==> config.mk <==
export PLATFORM = sky130hd
export DESIGN_NAME = fwrl_alu
export DESIGN_NICKNAME = d
export VERILOG_FILES = /design/src/design/fwrl_pkg.sv /design/src/design/fwrl_alu.sv
export SDC_FILE = /design/constraint.sdc
export NUM_CORES = 1
export LEC_CHECK = 0
export BUFFER_PORTS_ARGS = -buffer_cell sky130_fd_sc_hd__buf_2
export CAP_MARGIN = 20
export CORE_UTILIZATION = 51
export DETAILED_ROUTE_END_ITERATION = 8
export PLACE_DENSITY = 0.95
export SLEW_MARGIN = 15
export SYNTH_ARGS = -nofsm -noshare
export SYNTH_HDL_FRONTEND = slang
export SYNTH_SLANG_ARGS = --single-unit
export TNS_END_PERCENT = 1
==> constraint.sdc <==
create_clock -name vclk -period 11.7
set_input_delay 1.755 -clock vclk [all_inputs]
set_output_delay 1.755 -clock vclk [all_outputs]
set_load 0.05 [all_outputs]
==> src/design/fwrl_pkg.sv <==
// Shared types, codes and constants of the fixed-window flow rate limiter.
package fwrl_pkg;

  localparam int unsigned FlowsDefault = 256;

  localparam logic [15:0] LimitReset  = 16'd60;
  localparam logic [15:0] WindowReset = 16'd60;

  localparam int unsigned CfgIdxW = 1;
  localparam logic [CfgIdxW-1:0] RegRequestLimit  = 1'd0;
  localparam logic [CfgIdxW-1:0] RegWindowSeconds = 1'd1;

  typedef enum logic [1:0] {
    OP_CHECK   = 2'd0,
    OP_RECORD  = 2'd1,
    OP_CLEANUP = 2'd2,
    OP_CLEAR   = 2'd3
  } opcode_e;

  typedef enum logic [3:0] {
    ST_INIT,
    ST_IDLE,
    ST_REDUCE,
    ST_LOOK,
    ST_WIN,
    ST_LIM,
    ST_SWEEP,
    ST_DRAIN,
    ST_CLEAR,
    ST_RESP
  } state_e;

  typedef struct packed {
    logic        valid;
    logic [15:0] count;
    logic [31:0] start;
    logic [31:0] last;
  } entry_t;

  typedef struct packed {
    logic [31:0] diff;
    logic        borrow;
    logic        zero;
  } alu_res_t;

endpackage

==> src/design/fwrl_alu.sv <==
// Shared 32-bit subtract and compare unit of the rate limiter sequencer.
module fwrl_alu (
  input  logic [31:0]        a_i,
  input  logic [31:0]        b_i,
  output fwrl_pkg::alu_res_t res_o
);

  logic [32:0] diff;

  assign diff         = {1'b0, a_i} - {1'b0, b_i};
  assign res_o.diff   = diff[31:0];
  assign res_o.borrow = diff[32];
  assign res_o.zero   = (diff[31:0] == 32'd0);

endmodule

==> reports/summary.md, run 1 <==
The flow ran to the end, and the final reports show no timing, DRC or antenna violations. STA classifies the critical path endpoint as an output port. The cell depth of the worst min-delay path came out at 4.

The largest individual stage delay along the critical path comes from the cell or4_1. There are 0 flip-flops and latches. The final-layout worst hold slack is 3950 ps, and the count of endpoints failing hold in the final timing report is 0.

The worst path needs 7210 ps of the cycle, external delays included. The number of maximum-capacitance violations was 0; the post-cts hold buffer count was 0. After synthesis the cells add up to 0.00179 mm^2. Worst path required time: 9950 ps. Dividing total power by cell area gives a power density of 98.7 mW/mm^2. The kind of critical path is in -> out.

The placement-stage cell area is 0.00232 mm^2, and the routed wire length is 5010 um. The tools report the initial core utilization as 53.3%. The post-cts sizing count is 0, and the width of the die is 61.3 um. In the global route stage, overall resource usage came out at 26.7%.

From synthesis to final layout, the design area changed by 29.7%. After global routing the overflow that remains totals 0. The logs give 0.00336 mm^2 for the total core area and 0 for the post-route antenna net violation count. Initial antenna violation count: 0. For the total of clock buffers placed in the layout, the log shows 0. At the pin with the least slew margin, the transition time is 414 ps.

The area occupied by registers is 0 um^2, and the top cell type's share of synthesized area is 22.3%. The first routing iteration left 118 violations. 98 I/O pins were placed. The die is 61.3 um tall. For this run, design rule violations remaining after detail routing come to 0. By area the synthesized netlist is led by ha_1 22%, inv_1 8.2%, xnor2_1 7.8%, a21oi_1 7.0%, xor2_1 5.9%. The tools report the final non-filler cell total as 410. Of the available clock period, the critical path in the final layout requires 61.6%. The gate count of the mapped netlist was 270. The path category of the worst min-delay check was in -> out. The logs give 0.00375 mm^2 for the area enclosed by the die boundary and 5450 ps for the worst path arrival time. The floorplan has 21 rows. Setup violations remaining at the end of the flow were counted as 0.

The average cell area after synthesis works out to 6.64 um^2. The first global-routing pass estimated 7930 um of wire. Walking the worst path, the cells encountered are buf_2, inv_1, ha_1, fa_1, nand2b_1, a21oi_1, xor2_1, or4_1, or4_1, or4_1, or4_1, nor3_2, o2111ai_1, nor4_2, buf_2. The logs give 2273 for the via count and 367 for the net count of the mapped netlist. The worst setup timing slack at the placement stage was 4490 ps. The analysis attributes to cell leakage a power of 1.30 nW.

The timing-limited maximum frequency was 139 MHz. Net count reported at finish: 463. The worst hold path begins at b_i[0]. By count the netlist is led by 39 x inv_1, 32 x ha_1, 25 x a21oi_1, 21 x nor2_1, 20 x nand2_1. Entering global routing, the biggest net connects 9 pins.

Setup repair after global routing left no endpoint under its margin. Routability-driven placement finished with a final weighted congestion of 0.926. Input and output buffers added on the ports amount to 98. The post-route netlist has 29.1% of its cells at a drive strength greater than 1.

With fillers left out, the area of the finished cells amounts to 0.00232 mm^2. Detailed placer's ending HPWL: 4470 um. The average detailed-routed wire length per instance works out to 12.2 um. The kind of launch point of the worst setup path is a primary input. The tools report the post-CTS setup buffer count as 0. Summed over all failing endpoints, the final setup total negative slack is 0 ps. For the first-pass iteration count of the detailed router, the log shows 4. The path with the worst hold slack has its endpoint at res_o[2]. The via count of the first global-routing pass is 2022. Antenna cell count: 0.

Synthesis instantiated 43 different standard cells from the library. inv_1 is the most common cell in the netlist. The cell that appears most often on the critical path is or4_1. Counting the fill cells in the layout gives 316. The highest cell delay on the worst timing path was 460 ps. Headroom to the max-slew limit came out at 72.3%. The detail-routed via count per cell works out to 5.54. The max-slew violation total from the final report came out at 0. The tools report the total placed cells including tap cells as 410.

The final setup slack of the worst path is 4490 ps, and the peak supply drop is 0.103 mV. The maximum fanout along the worst path is 3. The Yosys step of the flow raised 0 warnings. Library cell with the largest summed area after synthesis: ha_1. Of the synthesized area, sequential elements account for 0%.
-- how the worst max path moves through the flow --
stage / from / to / depth (start not counted)
detailed placement: a_i[0] / res_o[0] / 15
CTS: a_i[0] / res_o[0] / 15
finish: a_i[0] / res_o[0] / 15
global placement: a_i[0] / res_o[0] / 15
global route: a_i[0] / res_o[0] / 15
floorplan: a_i[0] / res_o[0] / 13
-- routing by layer --
layer | global-route usage (%) | up-vias | routed length (um)
met5 | 0 | - | 0
met4 | 6.17 | 0 | 71
met3 | 2.73 | 10 | 357
met2 | 51.6 | 111 | 2440
met1 | 31.2 | 1000 | 2140
li1 | - | 1152 | -
-- worst max-delay path: cells and delay by family --
family | cells | cell delay, ps
buffers and inverters | 3 | 400
XOR/XNOR | 1 | 90
adder cells (fa/ha/maj) | 2 | 610
AND/OR/NAND/NOR | 7 | 2260
AO/OA/AOI/OAI | 2 | 330
-- area by class of cell --
class                      instances  area (um^2)  share of cell area (%)
timing repair buffer              98          490                    21.1
tap                               46         57.6                    2.48
multi-input combinational        227         1630                    70.1
inverter                          39          146                    6.30
-- cell usage in the layout, fill, tap and decap left out, types with 7 or more instances in the layout --
cell type,instances
a21o_1,12
a21oi_1,25
a31oi_1,7
buf_2,98
ha_1,32
inv_1,39
nand2_1,20
nor2_1,21
o21a_1,8
o21ai_0,15
xnor2_1,16
xor2_1,12
-- logic make-up (layout without fill, tap and decap cells) --
logic type | Yosys count | in the layout | synth area share [%]
simple gates | 78 | 78 | 22.8
buf+inv | 43 | 137 | 9.08
compound gates | 88 | 88 | 30.9
xor+xnor | 28 | 28 | 13.7
fa+ha+maj | 33 | 33 | 23.5
-- through the flow --
step                utilization [%]  power, W
floorplan                         -  0.000175
finish                         69.1  0.000229
CTS                            69.1  0.000228
global placement               69.1  0.000224
detailed placement             69.1  0.000227
global route                   69.1  0.000245
-- power by group --
group / leakage [nW] / switching [W] / internal [W]
clock: 0 / 0 / 0
combinational: 1.30 / 0.000163 / 0.0000663
sequential: 0 / 0 / 0
total: 1.30 / 0.000163 / 0.0000663
Power figures use the tool's default switching activity.
==> run 2, diff against run 1 <==
--- a/config.mk
+++ b/config.mk
@@ -7,9 +7,9 @@
 export LEC_CHECK = 0
 export BUFFER_PORTS_ARGS = -buffer_cell sky130_fd_sc_hd__buf_2
 export CAP_MARGIN = 20
-export CORE_UTILIZATION = 51
+export CORE_UTILIZATION = 43
 export DETAILED_ROUTE_END_ITERATION = 8
-export PLACE_DENSITY = 0.95
+export PLACE_DENSITY = 0.91
 export SLEW_MARGIN = 15
 export SYNTH_ARGS = -nofsm -noshare
 export SYNTH_HDL_FRONTEND = slang
==> constraint.sdc (replaced) <==
create_clock -name vclk -period 6.5
set_input_delay 0.975 -clock vclk [all_inputs]
set_output_delay 0.975 -clock vclk [all_outputs]
set_load 0.05 [all_outputs]
==> run 2 against run 1 <==
- utilization shrank 11 points
- sequential share of layout area is the same
- non-clock buffer count is the same
- global-route usage shrank 4.9 points
- routed wire length is essentially flat
- worst setup slack lost 3600 ps
- critical path depth is the same
- die area grew 18%
- cell count grew 0.98%
- combinational power grew 80%
- flip-flop and latch count is the same
- clock-buffer cell count is the same
- largest cell class unchanged
- largest power group unchanged
==> reports/summary.md, run 2 (synthesized netlist as in run 1, its figures left out) <==
The flow ran to the end, and the final reports show no timing, DRC or antenna violations. The logs give 7930 um (unchanged) for the first-pass GRT wire length and 0 (unchanged) for the max-slew violation total from the final report. Die outline height: 66.6 um (+8.6%). For the post-cts sizing count, the log shows 0 (unchanged).

Most frequent standard cell in the layout excluding fill and tap cells: buf_2. The count of routing violations after the opening detailed-route iteration is 122 (+3.4%), and the average detailed-routed wire length per instance is 12.1 um (-1.1%). The kind of critical path is in -> out. For the worst path arrival time, the log shows 4670 ps (-780 ps).

The antenna cell count is 0 (unchanged), and the number of top-level pins is 98 (unchanged). The maximum fanout along the worst path is 3 (unchanged), and the portion of total power attributed to sequential cells is 0% (unchanged). The final setup violation count was 0 (unchanged). Worst path required time: 5520 ps (-4430 ps).

The most used routing layer in global routing is met2. The share of final-layout standard cells stronger than drive strength 1 was 29.1% (unchanged). The run gives 2250 (-1.0%) as the via count.

The met2 capacity usage during global routing is 42.2% (-9.4 points), and the internal power consumption is 0.000119 W (+80%). The aggregate negative setup slack is 0 ps (unchanged), and the via count of the first global-routing pass is 2037 (+0.74%). Slowest stage cell on the critical path: or4_1.

The met3 routing resource usage after global routing came out at 2.91% (+0.18 points). Final estimated routing congestion in global placement: 0.909 (-1.8%). The total of clock buffers placed in the layout is 0 (unchanged). Traced cell by cell, the critical path runs through buf_2, inv_1, ha_1, fa_1, nand2b_1, a21oi_1, xor2_1, or4_1, or4_1, or4_1, or4_1, nor3_2, o2111ai_1, nor4_2, buf_2.

Number of maximum-capacitance violations: 0 (unchanged). The largest net degree at the start of global routing was 9 (unchanged); the combinational cell fraction of total power was 100.0% (about the same). For the finished layout, the period the worst path requires is 5650 ps. The most critical setup path has its startpoint at a_i[0]. The initial core utilization was 44.8% (-8.5 points).

The slew at the pin with the worst max-slew slack was 455 ps (+40.6 ps). The sequential cell count came out at 0 (unchanged). The area enclosed by the die boundary was 0.00443 mm^2 (+18%). The net count reported at finish was 463 (unchanged); the post-route antenna net violation count was 0 (unchanged).

The number of rows in the core area was 23 (+9.5%); the post-CTS setup buffer count was 0 (unchanged). The area growth from synthesis to layout is 30.0%. Following the worst setup path forward leads to its endpoint at res_o[0]. Detailed placer's ending HPWL: 4500 um (+0.64%). The run gives 21.8% (-4.9 points) as the global-route usage over all layers. The leakage power figure was 1.30 nW (unchanged). After layout, the worst path uses 86.9% of the clock period. The detail-routed via count per cell works out to 5.43 (-2.0%). The total placed cells including tap cells was 414 (+0.98%). The post-route DRC violation count was 0 (unchanged).

Total core area: 0.00400 mm^2 (+19%). The logs give 386 (+22%) for the total of fill cells in the finished design and 4 (unchanged) for the first-pass iteration count of the detailed router. For the worst max-slew margin expressed relative to the limit, the log shows 69.4% (-2.9 points).

The area occupied by registers was 0 um^2 (unchanged). For the met1 track demand over resource, the log shows 24.3% (-6.8 points). STA classifies the critical path endpoint as an output port.

For the part of the total power dissipated in the clock network, the log shows 0% (unchanged). The path category of the worst min-delay check was in -> out. The highest cell delay on the worst timing path was 460 ps (about the same). The port buffer count is 98 (unchanged), and the post-cts hold buffer count is 0 (unchanged). The count of endpoints failing hold in the final timing report is 0 (unchanged). Most frequent cell on the critical path: or4_1.

Setup repair after global routing left no endpoint under its margin. The residual overflow from global routing came out at 0 (unchanged). The startpoint of the most critical hold path was b_i[0].

The peak supply drop was 0.135 mV (+31%); the switching component of the power was 0.000293 W (+79%). The final non-filler cell total is 414 (+0.98%). The total power divided by cell area is 177 mW/mm^2 (+79%), and the initial antenna violation count is 0 (unchanged). Switching part of the total: 71.1% (about the same). The tools report the routed wire length as 5010 um (about the same). The top cell types in the final layout, fill and taps aside, are 98 x buf_2, 39 x inv_1, 32 x ha_1. The width of the die was 66.6 um (+8.6%).

The worst setup path is launched from a primary input. The run gives 177 MHz as the timing-limited maximum frequency.
==> run 2: cell counts in the layout (fill, tap and decap cells not counted) <==
No cell type changed its count.
==> run 2: cell type report <==
| type | instances | area [um^2] | share of cell area (%) |
|---|---|---|---|
| inverter | 39 | 146 | 6.29 |
| multi-input combinational | 227 | 1630 | 70.0 |
| tap | 50 | 62.6 | 2.69 |
| timing repair buffer | 98 | 490 | 21.1 |
==> run 2: power by group through the flow <==
stage | logic [W] | clock network [W] | registers (W)
4_1_cts | 0.000410 | 0 | 0
3_5_place_dp | 0.000409 | 0 | 0
2_1_floorplan | 0.000315 | 0 | 0
3_3_place_gp | 0.000404 | 0 | 0
5_1_grt | 0.000440 | 0 | 0
6_report | 0.000412 | 0 | 0
==> run 2: routing by layer <==
| layer | up-vias | wire, um |
|---|---|---|
| met5 | - | 0 |
| met4 | 0 | 77 |
| met3 | 8 | 352 |
| met2 | 92 | 2510 |
| met1 | 999 | 2070 |
| li1 | 1151 | - |
==> run 2: through the flow <==
step	instance area, um^2	setup WS [ps]	hold WS, ps	util [%]	total power, W
2_1_floorplan	1790	387	2240	-	0.000315
3_3_place_gp	2330	906	2380	58.2	0.000404
3_5_place_dp	2330	827	2390	58.2	0.000409
4_1_cts	2330	823	2390	58.2	0.000410
5_1_grt	2330	636	2410	58.2	0.000440
6_report	2330	853	2380	58.2	0.000412
==> run 2: how the worst min path moves through the flow <==
stage / to / slack (ps) / depth (start not counted)
floorplan: res_o[2] / 2240 / 2
finish: res_o[2] / 2380 / 4
global placement: res_o[2] / 2380 / 4
CTS: res_o[2] / 2390 / 4
global route: res_o[2] / 2410 / 4
detailed placement: res_o[2] / 2390 / 4
==> run 2: worst max-delay path, delay by kind of cell <==
| family | cells | cell delay, ps |
|---|---|---|
| buf+inv | 3 | 390 |
| compound gates | 2 | 330 |
| simple gates | 7 | 2250 |
| xor+xnor | 1 | 100 |
| fa+ha+maj | 2 | 610 |
==> run 3, diff against run 2 <==
--- a/config.mk
+++ b/config.mk
@@ -7,6 +7,7 @@
 export LEC_CHECK = 0
 export BUFFER_PORTS_ARGS = -buffer_cell sky130_fd_sc_hd__buf_2
 export CAP_MARGIN = 20
+export CORE_MARGIN = 2
 export CORE_UTILIZATION = 43
 export DETAILED_ROUTE_END_ITERATION = 8
 export PLACE_DENSITY = 0.91
==> run 3 against run 2 <==
- combinational power is essentially flat
- largest power group unchanged
- worst hold slack worse by 1.3 ps
- sequential share of layout area unchanged
- routed wire length is 4.4% higher
- worst setup slack got worse by 91 ps
- die area is 6.1% higher
- critical path depth stayed put
- flip-flop and latch count unchanged
==> reports/summary.md, run 3 (synthesized netlist as in run 1, its figures left out) <==
The time the worst path needs with I/O delays and setup came out at 5740 ps (+91.2 ps). The via count was 2234 (-0.71%); the final setup violation count was 0 (unchanged). The residual overflow from global routing was 0 (unchanged); the number of top-level pins was 98 (unchanged).

The width of the die was 68.6 um (+3.0%). The post-route antenna net violation count is 0 (unchanged). Most frequent cell on the critical path: or4_1.

The total of clock buffers placed in the layout was 0 (unchanged); the utilization after layout was 58.2% (unchanged). The most frequent standard cell in the layout excluding fill and tap cells is buf_2. The total power came out at 0.000414 W (+0.48%). The worst path arrival time came out at 4760 ps (+90 ps). Worst max-slew margin expressed relative to the limit: 69.8% (+0.45 points). For the max-slew violation total from the final report, the log shows 0 (unchanged).

The first-pass iteration count of the detailed router came out at 4 (unchanged). The run finished with clean final reports. The kind of launch point of the worst setup path was a primary input. The slowest stage of the critical path is the or4_1 cell.

For the sum of met2 wire segment lengths after detailed routing, the log shows 2600 um (+3.8%). The post-route DRC violation count is 0 (unchanged), and the highest cell delay on the worst timing path is 470 ps (about the same). The share of final-layout standard cells stronger than drive strength 1 is 29.1% (unchanged). The post-CTS setup buffer count was 0 (unchanged).

The logs give 5230 um (+4.4%) for the routed wire length and 2084 (+2.3%) for the via count of the first global-routing pass. The timing-limited maximum frequency came out at 174 MHz (-1.6%). The tools report the number of maximum-capacitance violations as 0 (unchanged). The signal on the critical path passes through buf_2, inv_1, ha_1, fa_1, nand2b_1, a21oi_1, xor2_1, or4_1, or4_1, or4_1, or4_1, nor3_2, o2111ai_1, nor4_2, buf_2. The tools report the sequential cell count as 0 (unchanged).

The area growth from synthesis to layout was 30.0% (unchanged). The post-route met1 wirelength was 2120 um (+2.5%); the total power divided by cell area was 178 mW/mm^2 (+0.48%). The maximum fanout along the worst path works out to 3 (unchanged). For the initial core utilization, the log shows 44.8% (unchanged).

The slew at the pin with the worst max-slew slack is 448 ps (-6.75 ps), and the die outline height is 68.6 um (+3.0%). The largest net degree at the start of global routing was 9 (unchanged). The port buffer count came out at 98 (unchanged).

The kind of critical path is in -> out. The logs give 422 um (+20%) for the total length of routed met3 wires and 0.855 (-5.9%) for the final estimated routing congestion in global placement. Critical path endpoint category: an output port.

In the layout the commonest cells are 98 x buf_2, 39 x inv_1, 32 x ha_1. The net count reported at finish is 463 (unchanged), and the aggregate negative setup slack is 0 ps (unchanged). The count of routing violations after the opening detailed-route iteration is 101 (-17%). The total core area is 0.00400 mm^2 (unchanged). Count of endpoints failing hold in the final timing report: 0 (unchanged). The first-pass GRT wire length came out at 8220 um (+3.6%). In this run the worst hold path is classified as in -> out. The final worst-path cycle share was 88.3% (+1.4 points). The peak supply drop is 0.0953 mV (-29%). The tools report the worst path required time as 5520 ps (about the same). For the antenna cell count, the log shows 0 (unchanged). The number of rows in the core area was 23 (unchanged).

Uppermost signal routing layer after detailed routing: met4. The leakage power figure is 1.30 nW (unchanged), and the global-route usage over all layers is 21.6% (-0.19 points). The run gives 0 um^2 (unchanged) as the area occupied by registers. The detail-routed via count per cell was 5.40 (-0.71%); the area enclosed by the die boundary was 0.00470 mm^2 (+6.1%). Post-cts hold buffer count: 0 (unchanged). Setup repair after global routing left no endpoint under its margin. The initial antenna violation count is 0 (unchanged), and the detailed placer's ending HPWL is 4650 um (+3.4%).

Average detailed-routed wire length per instance: 12.6 um (+4.4%). The tools report the post-cts sizing count as 0 (unchanged).
[run 3: cell counts in the layout (fill, tap and decap cells not counted)]
No cell type changed its count.
[run 3: path summary, 6_finish.rpt]
path,from,end,depth (start not counted)
worst max-delay path,a_i[0],res_o[0],15
worst min-delay path,b_i[0],res_o[2],4
[run 3: worst max-delay path: cells and delay by family]
family                   cells  cell delay (ps)
AND/OR/NAND/NOR              7             2290
AO/OA/AOI/OAI                2              360
XOR/XNOR                     1              110
buffers and inverters        3              400
adder cells (fa/ha/maj)      2              610
[run 3: report_power, final]
group | leakage [nW] | switching, W | internal, W
Combinational | 1.30 | 0.000295 | 0.000119
Sequential | 0 | 0 | 0
Clock | 0 | 0 | 0
[run 3: final cells by class]
class,count,area [um^2]
inverter,39,146
fill,400,1670
timing repair buffer,98,490
tap,50,62.6
multi-input combinational,227,1630
[run 3: per-stage QoR]
stage | instances | cell area [um^2] | hold slack [ps] | worst slack (ps)
2_1_floorplan | 270 | 1790 | 2240 | 387
3_3_place_gp | 414 | 2330 | 2380 | 899
3_5_place_dp | 414 | 2330 | 2390 | 771
4_1_cts | 414 | 2330 | 2390 | 769
5_1_grt | 414 | 2330 | 2410 | 471
6_report | 414 | 2330 | 2380 | 762
[run 3: metal layers]
metal | vias to the layer above | track usage, %
li1 | 1150 | -
met1 | 982 | 24.5
met2 | 92 | 42.3
met3 | 10 | 3.25
met4 | 0 | 4.00
met5 | - | 0
